## src/hdl/cfwd_queue.sv

```systemverilog
// two-entry queue between the front and back parts
// depends on nothing
module cfwd_queue #(
  parameter int W = 8
) (
  input  logic         clk,
  input  logic         rst,
  input  logic         push,
  input  logic [W-1:0] push_data,
  input  logic         pop,
  output logic [W-1:0] pop_data,
  output logic         full,
  output logic         empty
);
  logic [W-1:0] mem [2];
  logic         wp;
  logic         rp;
  logic [1:0]   cnt;

  assign full     = (cnt == 2'd2);
  assign empty    = (cnt == 2'd0);
  assign pop_data = mem[rp];

  always_ff @(posedge clk) begin
    if (push) begin
      mem[wp] <= push_data;
    end
  end

  always_ff @(posedge clk) begin
    if (rst) begin
      wp  <= 1'b0;
      rp  <= 1'b0;
      cnt <= 2'd0;
    end else begin
      if (push) wp <= ~wp;
      if (pop) rp <= ~rp;
      if (push && !pop) cnt <= cnt + 2'd1;
      else if (pop && !push) cnt <= cnt - 2'd1;
    end
  end
endmodule

```

## config.mk

```make
export PLATFORM = sky130hd
export DESIGN_NAME = cfwd_queue
export DESIGN_NICKNAME = d
export VERILOG_FILES = /design/src/hdl/cfwd_queue.sv
export SDC_FILE = /design/constraint.sdc
export NUM_CORES = 1
export LEC_CHECK = 0
export BUFFER_PORTS_ARGS = -buffer_cell sky130_fd_sc_hd__buf_2
export CORE_MARGIN = 10
export CORE_UTILIZATION = 52
export DETAILED_ROUTE_END_ITERATION = 8
export HOLD_SLACK_MARGIN = 0.08
export PLACE_DENSITY = 0.81
export SLEW_MARGIN = 5
export SYNTH_ARGS = -nofsm -noshare
export SYNTH_HDL_FRONTEND = slang
export SYNTH_SLANG_ARGS = --single-unit
```

## constraint.sdc

```tcl
create_clock -name clk -period 1.95 [get_ports clk]
set_input_delay 0.4875 -clock clk [delete_from_list [all_inputs] [get_ports clk]]
set_output_delay 0.4875 -clock clk [all_outputs]
set_load 0.005 [all_outputs]
```

==> impl_metrics.py <==
metrics = {
    "final_layout": {
        "n_fill_cell": 106,
        "layout.nets": 87,
        "postLayoutCellArea_sq_um": 943,
        "syn_to_final_growth_pct": 20.4,
        "final_cell_mix": "21 x sky130_fd_sc_hd__buf_2, 16 x sky130_fd_sc_hd__edfxtp_1, 8 x sky130_fd_sc_hd__mux2_2",
        "antenna_cells": 0,
        "drive_above_1_share_pct": 47.9,
        "mostFrequentLayoutCell": "sky130_fd_sc_hd__buf_2",
        "sequential_cell_area_sq_um": 581,
        "multi_input_area_sq_um": 194,
    },
    "yosys": {
        "ys.warnings.count": 0,
        "synth.top_cell.area_share_pct": 61.3,
        "avgSynthCellArea_sq_um": 16.7,
        "synthDistinctLibCells": 15,
        "syn-instance-count": 47,
        "postSynthNetCount": 60,
        "ys_seq_elements": 21,
        "ys_top_cells_by_area": "sky130_fd_sc_hd__edfxtp_1 61%, sky130_fd_sc_hd__dfxtp_1 13%, sky130_fd_sc_hd__mux2_2 12%",
        "synthesized_area_sq_um": 783,
        "yosysSeqAreaShare_pct": 74.1,
        "yosys.area.top_type": "sky130_fd_sc_hd__edfxtp_1",
    },
    "clock_network": {
        "insertion_delay_of_the_later_clocked_pin_in_the_worst_skew_pair_ns": 0.28,
        "clock_tree_from_tritoncts": "done",
        "clockBufferDepth": 2,
        "clock_tree.htree_level_count": 1,
        "cts_post_setup_buffers_inserted": 0,
        "clk_pin_slew_worst_paths_ns": 0.11,
        "cts_resized": 0,
        "cts_buffers": 3,
        "post_cts_hold_buffer_count": 0,
        "cts.sinks": 21,
        "cts.root.buffer_cell": "sky130_fd_sc_hd__clkbuf_4",
    },
    "global_routing": {
        "grt-ovfl-total": 0,
        "first_global_vias": 513,
        "grt_first_pass_wirelength_mm": 2.31,
        "track_usage_pct": 8.36,
        "pin_count_of_the_biggest_net_entering_global_routing": 12,
        "antenna_found_initial": 0,
    },
    "timing": {
        "hold_violation_total_from_the_final_report": 0,
        "final_max_slew_viol_count": 0,
        "layout_min_cycle_time_ns": 1.82,
        "grt_setup_unrepaired": "false",
        "finalSetupTns_ns": 0,
        "relSlewSlack_pct": 74.4,
        "final-setup-viol-count": 0,
        "skew_ns": 0.00337,
        "period_share_pct": 93.2,
        "fmax_mhz": 550,
        "slew_at_the_pin_with_the_worst_max_slew_slack_ns": 0.384,
    },
    "worst_setup_path": {
        "worstPathArrival_ns": 1.33,
        "cp-start-kind": "register",
        "endpoint_kind": "primary output",
        "critical_path.cell_chain": "mux2_2, buf_2",
        "crit_type": "register to primary output",
        "cp.required_ns": 1.46,
        "crit_path_top_delay_cell": "sky130_fd_sc_hd__dfxtp_1",
        "crit_path_max_incr_delay_ns": 0.54,
        "cp_max_fo": 8,
        "timing.rr.start": "wp$_SDFFE_PP0P_",
    },
    "route": {
        "drcViolationCount": 0,
        "routedWlPerCell_um": 15.7,
        "drt_first_iter_violations": 12,
        "detailroute.via_count": 440,
        "post_drt_via_cell_ratio": 5.00,
        "routed_wirelength_mm": 1.38,
        "drtAntennaViolNets": 0,
        "first_pass_iters": 3,
    },
    "floorplan": {
        "row_count": 13,
        "boundaryPins": 22,
        "die_h_um": 58.8,
        "start_util_pct": 57.3,
        "core_area_sq_mm": 0.00137,
        "floorplan.die.width_um": 58.8,
        "die_area_sq_mm": 0.00346,
    },
    "power_and_ir_drop": {
        "max-vdd-ir-drop_mv": 0.684,
        "leakage_nw": 0.383,
        "pwr_density_cell_mw_per_mm2": 896,
    },
    "hold_path": {
        "hold_path.startpoint": "push_data[2]",
        "hold_path_class": "primary input to register",
    },
    "outcome": {
        "status": "finished clean",
    },
    "placed_design": {
        "dp.final_hpwl_mm": 1.13,
        "gp_routability_congestion": 0.653,
        "port_buffers": 21,
        "placed_area_sq_um": 917,
    },
    "job": {
        "cap_viol_max_count": 0,
    },
}
-- worst max-delay path, delay by kind of cell (launching register included) --
kind	cells	cell delay (ns)
buffers and inverters	1	0.13
DFF	1	0.54
muxes	1	0.37
-- Yosys cell counts --
library cell and n:
sky130_fd_sc_hd__a21oi_1 1, sky130_fd_sc_hd__and2_1 1, sky130_fd_sc_hd__and2b_2 1, sky130_fd_sc_hd__buf_2 1, sky130_fd_sc_hd__dfxtp_1 5, sky130_fd_sc_hd__edfxtp_1 16, sky130_fd_sc_hd__ha_1 1, sky130_fd_sc_hd__inv_1 1
sky130_fd_sc_hd__mux2_2 8, sky130_fd_sc_hd__nor2_1 5, sky130_fd_sc_hd__nor2b_1 1, sky130_fd_sc_hd__o21ai_0 1, sky130_fd_sc_hd__or3_1 1, sky130_fd_sc_hd__xnor2_1 2, sky130_fd_sc_hd__xor2_1 2
-- per-layer routing --
layer	vias up	global-route usage [%]	wire length (um)	share of wire [%]
li1	220	-	-	-
met1	206	8.42	569	41
met2	12	15.3	688	50
met3	2	4.29	110	8.0
met4	0	0.984	9	0.65
met5	-	0	0	0
-- power breakdown --
part | switching, W | leakage (nW) | internal, W
sequential | 0.0000198 | 0.192 | 0.000516
combinational | 0.0000496 | 0.176 | 0.0000653
clock | 0.000115 | 0.0150 | 0.0000793
-- final cells by class --
cell class / instances / area share, %
sequential: 21 / 61.5
multi-input combinational: 24 / 20.6
timing repair buffer: 23 / 12.7
clock buffer: 4 / 2.79
tap: 15 / 1.99
inverter: 1 / 0.398
-- worst paths after layout --
path                                            end  slack (ns)  depth (start not counted)
worst max-delay path                    pop_data[0]        0.13                          2
worst min-delay path            mem[0][2]$_DFFE_PP_        0.39                          1
worst max register to register  mem[1][4]$_DFFE_PP_        0.87                          1
worst min register to register  cnt[1]$_SDFFE_PP0P_        0.52                          2
-- sequential cells by signal (all words and copies together), names as in the netlist, named ones only --
name / flops
cnt: 2
mem: 16
rp: 1
wp: 1
-- per-stage QoR --
| stage | cells | setup WS [ns] | total power, W | utilization (%) | hold WS (ns) |
|---|---|---|---|---|---|
| after global routing | 88 | 0.0289 | 0.000893 | 69.0 | 0.366 |
| after CTS | 88 | 0.0991 | 0.000853 | 69.0 | 0.383 |
| after floorplan | 47 | 0.619 | 0.000605 | - | 0.461 |
| final | 88 | 0.132 | 0.000845 | 69.0 | 0.385 |
| after global placement | 84 | 0.460 | 0.000656 | 67.1 | 0.479 |
| after detailed placement | 84 | 0.425 | 0.000666 | 67.1 | 0.500 |
-- cell families after synthesis --
| group | Yosys count | share of synthesized area (%) |
|---|---|---|
| muxes | 8 | 11.5 |
| xor gates and xnor gates | 4 | 4.47 |
| AOI/OAI and AO/OA | 2 | 1.28 |
| adders and majority gates | 1 | 1.60 |
| buffers and inverters | 2 | 1.12 |
| DFF | 21 | 74.1 |
| and+or+nand+nor | 9 | 5.91 |
Note: power is estimated with default switching activity, not from simulation.
