<file path="src/hdl/cfwd_pkg.sv">
// shared types and constants of the strided convolution block
// no dependencies
package cfwd_pkg;

  localparam int ROW_W     = 10;
  localparam int OUT_COL_W = 6;
  localparam int DATA_W    = 16;
  localparam int SUM_W     = 32;
  localparam int RES_DEPTH = 4;

  localparam logic [1:0] ACT_WEIGHT = 2'd0;
  localparam logic [1:0] ACT_BIAS   = 2'd1;
  localparam logic [1:0] ACT_PIXEL  = 2'd2;

  localparam logic [2:0] REG_ROWS     = 3'd0;
  localparam logic [2:0] REG_COLS     = 3'd1;
  localparam logic [2:0] REG_CHANS    = 3'd2;
  localparam logic [2:0] REG_KROWS    = 3'd3;
  localparam logic [2:0] REG_KCOLS    = 3'd4;
  localparam logic [2:0] REG_SROWS    = 3'd5;
  localparam logic [2:0] REG_SCOLS    = 3'd6;
  localparam logic [2:0] REG_FILTERS  = 3'd7;

  typedef enum logic [2:0] {
    K_WEIGHT = 3'b001,
    K_BIAS   = 3'b010,
    K_PIXEL  = 3'b100
  } kind_t;

  typedef struct packed {
    logic [10:0] rows;
    logic [6:0]  cols;
    logic [3:0]  chans;
    logic [2:0]  krows;
    logic [2:0]  kcols;
    logic [2:0]  srows;
    logic [2:0]  scols;
    logic [3:0]  filters;
  } cfg_t;

endpackage

</file>
<file path="src/hdl/cfwd_front.sv">
// front part: accepts items, tracks image position, finds window positions
// depends on cfwd_pkg
module cfwd_front #(
  parameter int MAX_FILTERS    = 8,
  parameter int MAX_KERNEL     = 5,
  parameter int MAX_CHANNELS   = 8,
  parameter int MAX_IMAGE_COLS = 64,
  parameter int QW             = 8
) (
  input  logic                  clk,
  input  logic                  rst,
  input  cfwd_pkg::cfg_t        cfg,
  input  logic                  restart,
  input  logic                  in_valid,
  output logic                  in_ready,
  input  logic [1:0]            action,
  input  logic [2:0]            target_filter,
  input  logic [7:0]            weight_position,
  input  logic signed [15:0]    sample_value,
  input  logic                  q_full,
  output logic                  q_push,
  output logic [QW-1:0]         q_data
);
  import cfwd_pkg::*;

  localparam int FW    = MAX_KERNEL * MAX_KERNEL * MAX_CHANNELS;
  localparam int WDEP  = MAX_FILTERS * FW;
  localparam int LDEP  = MAX_KERNEL * MAX_IMAGE_COLS * MAX_CHANNELS;
  localparam int WA_W  = (WDEP > 1) ? $clog2(WDEP) : 1;
  localparam int LA_W  = (LDEP > 1) ? $clog2(LDEP) : 1;
  localparam int F_W   = (MAX_FILTERS > 1) ? $clog2(MAX_FILTERS) : 1;
  localparam int KI_W  = (MAX_KERNEL > 1) ? $clog2(MAX_KERNEL) : 1;
  localparam int CH_W  = (MAX_CHANNELS > 1) ? $clog2(MAX_CHANNELS) : 1;
  localparam int COL_W = $clog2(MAX_IMAGE_COLS);

  typedef struct packed {
    kind_t                   kind;
    logic [WA_W-1:0]         waddr;
    logic [F_W-1:0]          fidx;
    logic [LA_W-1:0]         laddr;
    logic signed [15:0]      value;
    logic                    compute;
    logic [KI_W-1:0]         wrow;
    logic [COL_W-1:0]        wcol;
    logic [ROW_W-1:0]        orow;
    logic [COL_W-1:0]        ocol;
    logic                    last_img;
  } entry_t;

  logic [ROW_W-1:0] row;
  logic [COL_W-1:0] col;
  logic [CH_W-1:0]  chan;
  logic [KI_W-1:0]  lrow;
  logic [1:0]       rph;
  logic [1:0]       cph;
  logic [ROW_W-1:0] orow;
  logic [COL_W-1:0] ocol;

  logic            accept;
  logic            load_ok;
  logic            bias_ok;
  logic            ch_last;
  logic            hit;
  logic            row_end;
  logic            img_end;
  logic [10:0]     row_p1;
  logic [10:0]     col_p1;
  logic [KI_W:0]   wrow_sum;
  entry_t          e;

  assign in_ready = !q_full;
  assign accept   = in_valid && in_ready;
  assign bias_ok  = int'(target_filter) < MAX_FILTERS;
  assign load_ok  = bias_ok && (int'(weight_position) < FW);
  assign ch_last  = (int'(chan) + 1) >= int'(cfg.chans);
  assign row_p1   = 11'(row) + 11'd1;
  assign col_p1   = 11'(col) + 11'd1;
  assign row_end  = col_p1 >= 11'(cfg.cols);
  assign img_end  = row_p1 >= cfg.rows;
  assign hit      = (row_p1 >= 11'(cfg.krows)) && (col_p1 >= 11'(cfg.kcols))
                    && (rph == 2'd0) && (cph == 2'd0);
  assign wrow_sum = {1'b0, lrow} + (KI_W+1)'(MAX_KERNEL) - (KI_W+1)'(cfg.krows)
                    + (KI_W+1)'(1);

  always_comb begin
    e          = '0;
    e.value    = sample_value;
    e.waddr    = WA_W'(WA_W'(target_filter) * WA_W'(FW) + WA_W'(weight_position));
    e.fidx     = F_W'(target_filter);
    e.laddr    = LA_W'((LA_W'(lrow) * LA_W'(MAX_IMAGE_COLS) + LA_W'(col))
                       * LA_W'(MAX_CHANNELS) + LA_W'(chan));
    e.compute  = ch_last && hit;
    e.wrow     = (int'(wrow_sum) >= MAX_KERNEL) ? KI_W'(int'(wrow_sum) - MAX_KERNEL)
                                                : KI_W'(wrow_sum);
    e.wcol     = col - COL_W'(cfg.kcols) + COL_W'(1);
    e.orow     = orow;
    e.ocol     = ocol;
    e.last_img = (11'(row) + 11'(cfg.srows) >= cfg.rows)
                 && (11'(col) + 11'(cfg.scols) >= 11'(cfg.cols));
    case (action)
      ACT_WEIGHT: e.kind = K_WEIGHT;
      ACT_BIAS:   e.kind = K_BIAS;
      default:    e.kind = K_PIXEL;
    endcase
  end

  always_comb begin
    q_push = 1'b0;
    case (action)
      ACT_WEIGHT: q_push = accept && load_ok;
      ACT_BIAS:   q_push = accept && bias_ok;
      ACT_PIXEL:  q_push = accept;
      default:    q_push = 1'b0;
    endcase
  end

  assign q_data = QW'(e);

  always_ff @(posedge clk) begin
    if (rst || restart) begin
      row  <= '0;
      col  <= '0;
      chan <= '0;
      lrow <= '0;
      rph  <= '0;
      cph  <= '0;
      orow <= '0;
      ocol <= '0;
    end else if (accept && action == ACT_PIXEL) begin
      if (!ch_last) begin
        chan <= chan + CH_W'(1);
      end else begin
        chan <= '0;
        if (row_end) begin
          col  <= '0;
          cph  <= '0;
          ocol <= '0;
          if (img_end) begin
            row  <= '0;
            lrow <= '0;
            rph  <= '0;
            orow <= '0;
          end else begin
            row  <= row + ROW_W'(1);
            lrow <= (int'(lrow) == MAX_KERNEL - 1) ? '0 : lrow + KI_W'(1);
            if (row_p1 + 11'd1 <= 11'(cfg.krows)) begin
              rph  <= '0;
              orow <= '0;
            end else if (rph == 2'(cfg.srows - 3'd1)) begin
              rph  <= '0;
              orow <= orow + ROW_W'(1);
            end else begin
              rph <= rph + 2'd1;
            end
          end
        end else begin
          col <= col + COL_W'(1);
          if (col_p1 + 11'd1 <= 11'(cfg.kcols)) begin
            cph  <= '0;
            ocol <= '0;
          end else if (cph == 2'(cfg.scols - 3'd1)) begin
            cph  <= '0;
            ocol <= ocol + COL_W'(1);
          end else begin
            cph <= cph + 2'd1;
          end
        end
      end
    end
  end
endmodule

</file>
<file path="config.mk">
export PLATFORM = sky130hd
export DESIGN_NAME = cfwd_front
export DESIGN_NICKNAME = d
export VERILOG_FILES = /design/src/hdl/cfwd_pkg.sv /design/src/hdl/cfwd_front.sv
export SDC_FILE = /design/constraint.sdc
export NUM_CORES = 1
export LEC_CHECK = 0
export ABC_CLOCK_PERIOD_IN_PS = 14650
export CORE_AREA = 2 2 97 99
export CTS_CLUSTER_DIAMETER = 200
export DETAILED_ROUTE_END_ITERATION = 7
export DIE_AREA = 0 0 99 101
export DONT_BUFFER_PORTS = 1
export GPL_ROUTABILITY_DRIVEN = 0
export HOLD_SLACK_MARGIN = 0.1
export PLACE_DENSITY = 0.64
export SETUP_SLACK_MARGIN = 0.3
export SLEW_MARGIN = 20
export SYNTH_ARGS = -nofsm -noshare
export SYNTH_HDL_FRONTEND = slang
export SYNTH_SLANG_ARGS = --single-unit
export TNS_END_PERCENT = 50
</file>
<file path="constraint.sdc">
create_clock -name clk -period 14.65 [get_ports clk]
set_input_delay 4.395 -clock clk [delete_from_list [all_inputs] [get_ports clk]]
set_output_delay 4.395 -clock clk [all_outputs]
set_load 0.01 [all_outputs]
</file>
==> flow_summary.ini <==
[floorplan]
design.core.area_mm2 = 0.00898
die_width_um = 99
die_y_um = 101
start_util_pct = 39.2
rows = 35
boundaryPins = 82
die-area_mm2 = 0.0100

[clock_tree]
ctsHoldBuffers = 0
postCtsSetupRepairBufs = 0
clk_path_buf_depth = 2
cts-root-buf = clkbuf_8
cts_sinks = 30
clk_latency_ps = 280
h-tree-depth = 2
cts_resized = 0
clk_pin_slew_ps = 60
cts_tree = built
numCtsBuffers = 5

[finish]
regArea_um2 = 601
nFillCells = 919
multi_input_area_mm2 = 0.00268
layout_common_cells = 62 x ha_1, 40 x inv_1, 39 x nand2_1
drive_gt1_share_pct = 5.99
final_area_mm2 = 0.00367
diodes = 0
syn_to_final_growth_pct = 4.27
post-route-util_pct = 40.9
final_common_cell = ha_1
layout.nets = 569

[pwr]
vdd_ir_drop_max_mv = 0.0331
p_int_w = 0.000128
netSwitchingPower_w = 0.0000454
swShare_pct = 26.3
leakage_nw = 1.70
p_seq_share_pct = 47.2
pwr-share-comb_pct = 12.3
clkPwrFrac_pct = 40.5
powerDensity_mw_per_mm2 = 47.2

[timing]
finalMaxSlewViolations = 0
fin_crit_ps = 11150
max_slew_margin_pct = 37.1
whs_ps = 515
finalHoldViolCount = 0
grt_setup_unrepaired = no
tns_ps = 0
period_share_pct = 76.1
worstMarginPinSlew_ps = 940
max_freq_ghz = 0.0897
skew_ps = 9.15
setup_violations = 0

[worst_setup_path]
required_ps = 10260
rrSetupSlack_ps = 10990
r2r-end = rph[1]
path_cells = ha_1 > fa_1 > a21oi_1 > nor3b_1 > xor2_1 > ha_1 > nand4_1 > o211ai_1 > nand4_1 > a211oi_1
cp_max_fo = 6
critPathTopFamily = adder cells
worstPathArrival_ps = 6750
cp_num_buf_inv = 0
max_stage_delay_ps = 400
worstSetupPathType = in2out
slowest_stage = fa_1
r2r_cells = 11
startpoint_type = primary input
rr_startpoint = row[0]
critPathCaptureType = primary output

[grt]
globalRouteOverflowTotal = 0
grt_usage_pct = 15.3
grt_pass1_wl_um = 12800
antenna_found_initial = 0
grt_max_degree = 24
first_global_vias = 2860

[place]
numPortBuffers = 0
place_area_mm2 = 0.00357
hpwl_um = 6100

[synth]
yosysUniqueCellTypes = 63
avgSynthCellArea_um2 = 7.96
seq_area_frac_synth_pct = 17.1
synth-main-ff-cell = dfxtp_1
syn_nets = 578
synth-async-reset-ratio_pct = 0
yosysWarnings = 0
synth-edff-count = 0
synth_top_cell_area_share_pct = 22.1
synthTopCellsByArea = ha_1 22%, dfxtp_1 17%, a21oi_1 4.7%, inv_1 4.3%, xor2_1 4.2%
synthCells = 442
yosys.area.top_type = ha_1
ys_seq_elements = 30
syn-cell-area_mm2 = 0.00352

[route]
ant_nets = 0
wire_per_inst_um = 13.9
vias = 3010
routed_wl_um = 7570
dr.pass1.iters = 4
vias_per_cell = 5.52
drt_iter0_drc = 72
drc = 0

[min_path]
min_delay_worst_endpoint = cph[0]
hold_depth = 2
min-delay-start = cph[0]
worstHoldPathType = reg2reg

[outcome]
status = completed

[flow_run]
max-cap-violations = 0
-- power by group through the flow --
stage           logic, W  clock network (W)  registers (W)
3_3_place_gp   0.0000204                  0      0.0000835
6_report       0.0000213          0.0000700      0.0000817
5_1_grt        0.0000251          0.0000757      0.0000816
4_1_cts        0.0000217          0.0000717      0.0000816
3_5_place_dp   0.0000216                  0      0.0000835
2_1_floorplan  0.0000168                  0      0.0000835
-- worst max-delay path by stage --
stage	end	slack [ps]	depth (start not counted)	startpoint
floorplan	q_data[0]	3820	10	cfg[7]
global placement	q_data[0]	3510	10	cfg[7]
detailed placement	q_data[0]	3450	10	cfg[7]
CTS	q_data[0]	3430	10	cfg[7]
global route	q_data[0]	3310	10	cfg[7]
finish	q_data[0]	3500	10	cfg[7]
-- state kept, by name (all words and copies together) (netlist names) --
| register | cells |
|---|---|
| row | 10 |
| col | 6 |
| ocol | 6 |
| chan | 3 |
| cph | 2 |
| rph | 2 |
| orow | 1 |
-- worst register-to-register path, stage by stage, from the launching register on --
cell	delay (ps)
dfxtp_1	510
ha_1	300
nand3_2	190
nor3_2	280
xor2_1	240
ha_1	300
and4_1	230
and3_1	180
a221oi_1	300
a32o_1	600
nor2_1	130
a2111oi_2	300
-- cells by family after synthesis --
kind of cell	count (synthesis)	synth area share, %
AOI/OAI and AO/OA	93	17.8
buffers and inverters	56	6.65
muxes	6	1.89
adders and majority gates	64	23.2
xor gates and xnor gates	32	8.93
DFF	30	17.1
and+or+nand+nor	161	24.4
-- layer usage --
layer / wire length, um / part of all wire [%] / up-vias / global-route usage, %
met5: 0 / 0 / - / 0
met2: 3580 / 47 / 61 / 27.2
met1: 3540 / 47 / 1382 / 18.4
met3: 366 / 4.8 / 6 / 3.95
li1: - / - / 1561 / -
met4: 78 / 1.0 / 0 / 3.48
-- cell type report --
type / count / area share [%]
clock buffer: 6 / 2.25
clock inverter: 2 / 0.341
inverter: 40 / 4.09
multi-input combinational: 356 / 73.1
sequential: 30 / 16.4
tap: 111 / 3.79
-- stage by stage --
| step | power [W] | cells | worst slack (ps) |
|---|---|---|---|
| 2_1_floorplan | 0.000100 | 442 | 3820 |
| 3_3_place_gp | 0.000104 | 537 | 3510 |
| 3_5_place_dp | 0.000105 | 537 | 3450 |
| 4_1_cts | 0.000175 | 545 | 3430 |
| 5_1_grt | 0.000182 | 545 | 3310 |
| 6_report | 0.000173 | 545 | 3500 |
-- synth_stat cells, types with 6 or more instances --
library cell and count:
ha_1 62, nand2_1 39, xnor2_1 12, nand3_1 21, nand2b_1 8, nor2_1 29
o21ai_0 12, nor2b_1 8, a21oi_1 33, xor2_1 17, dfxtp_1 30, a21o_1 8
nand4_1 10, and3_1 7, clkbuf_1 6, inv_1 40, nor3_1 8, buf_2 6
Power figures use the tool's default switching activity.
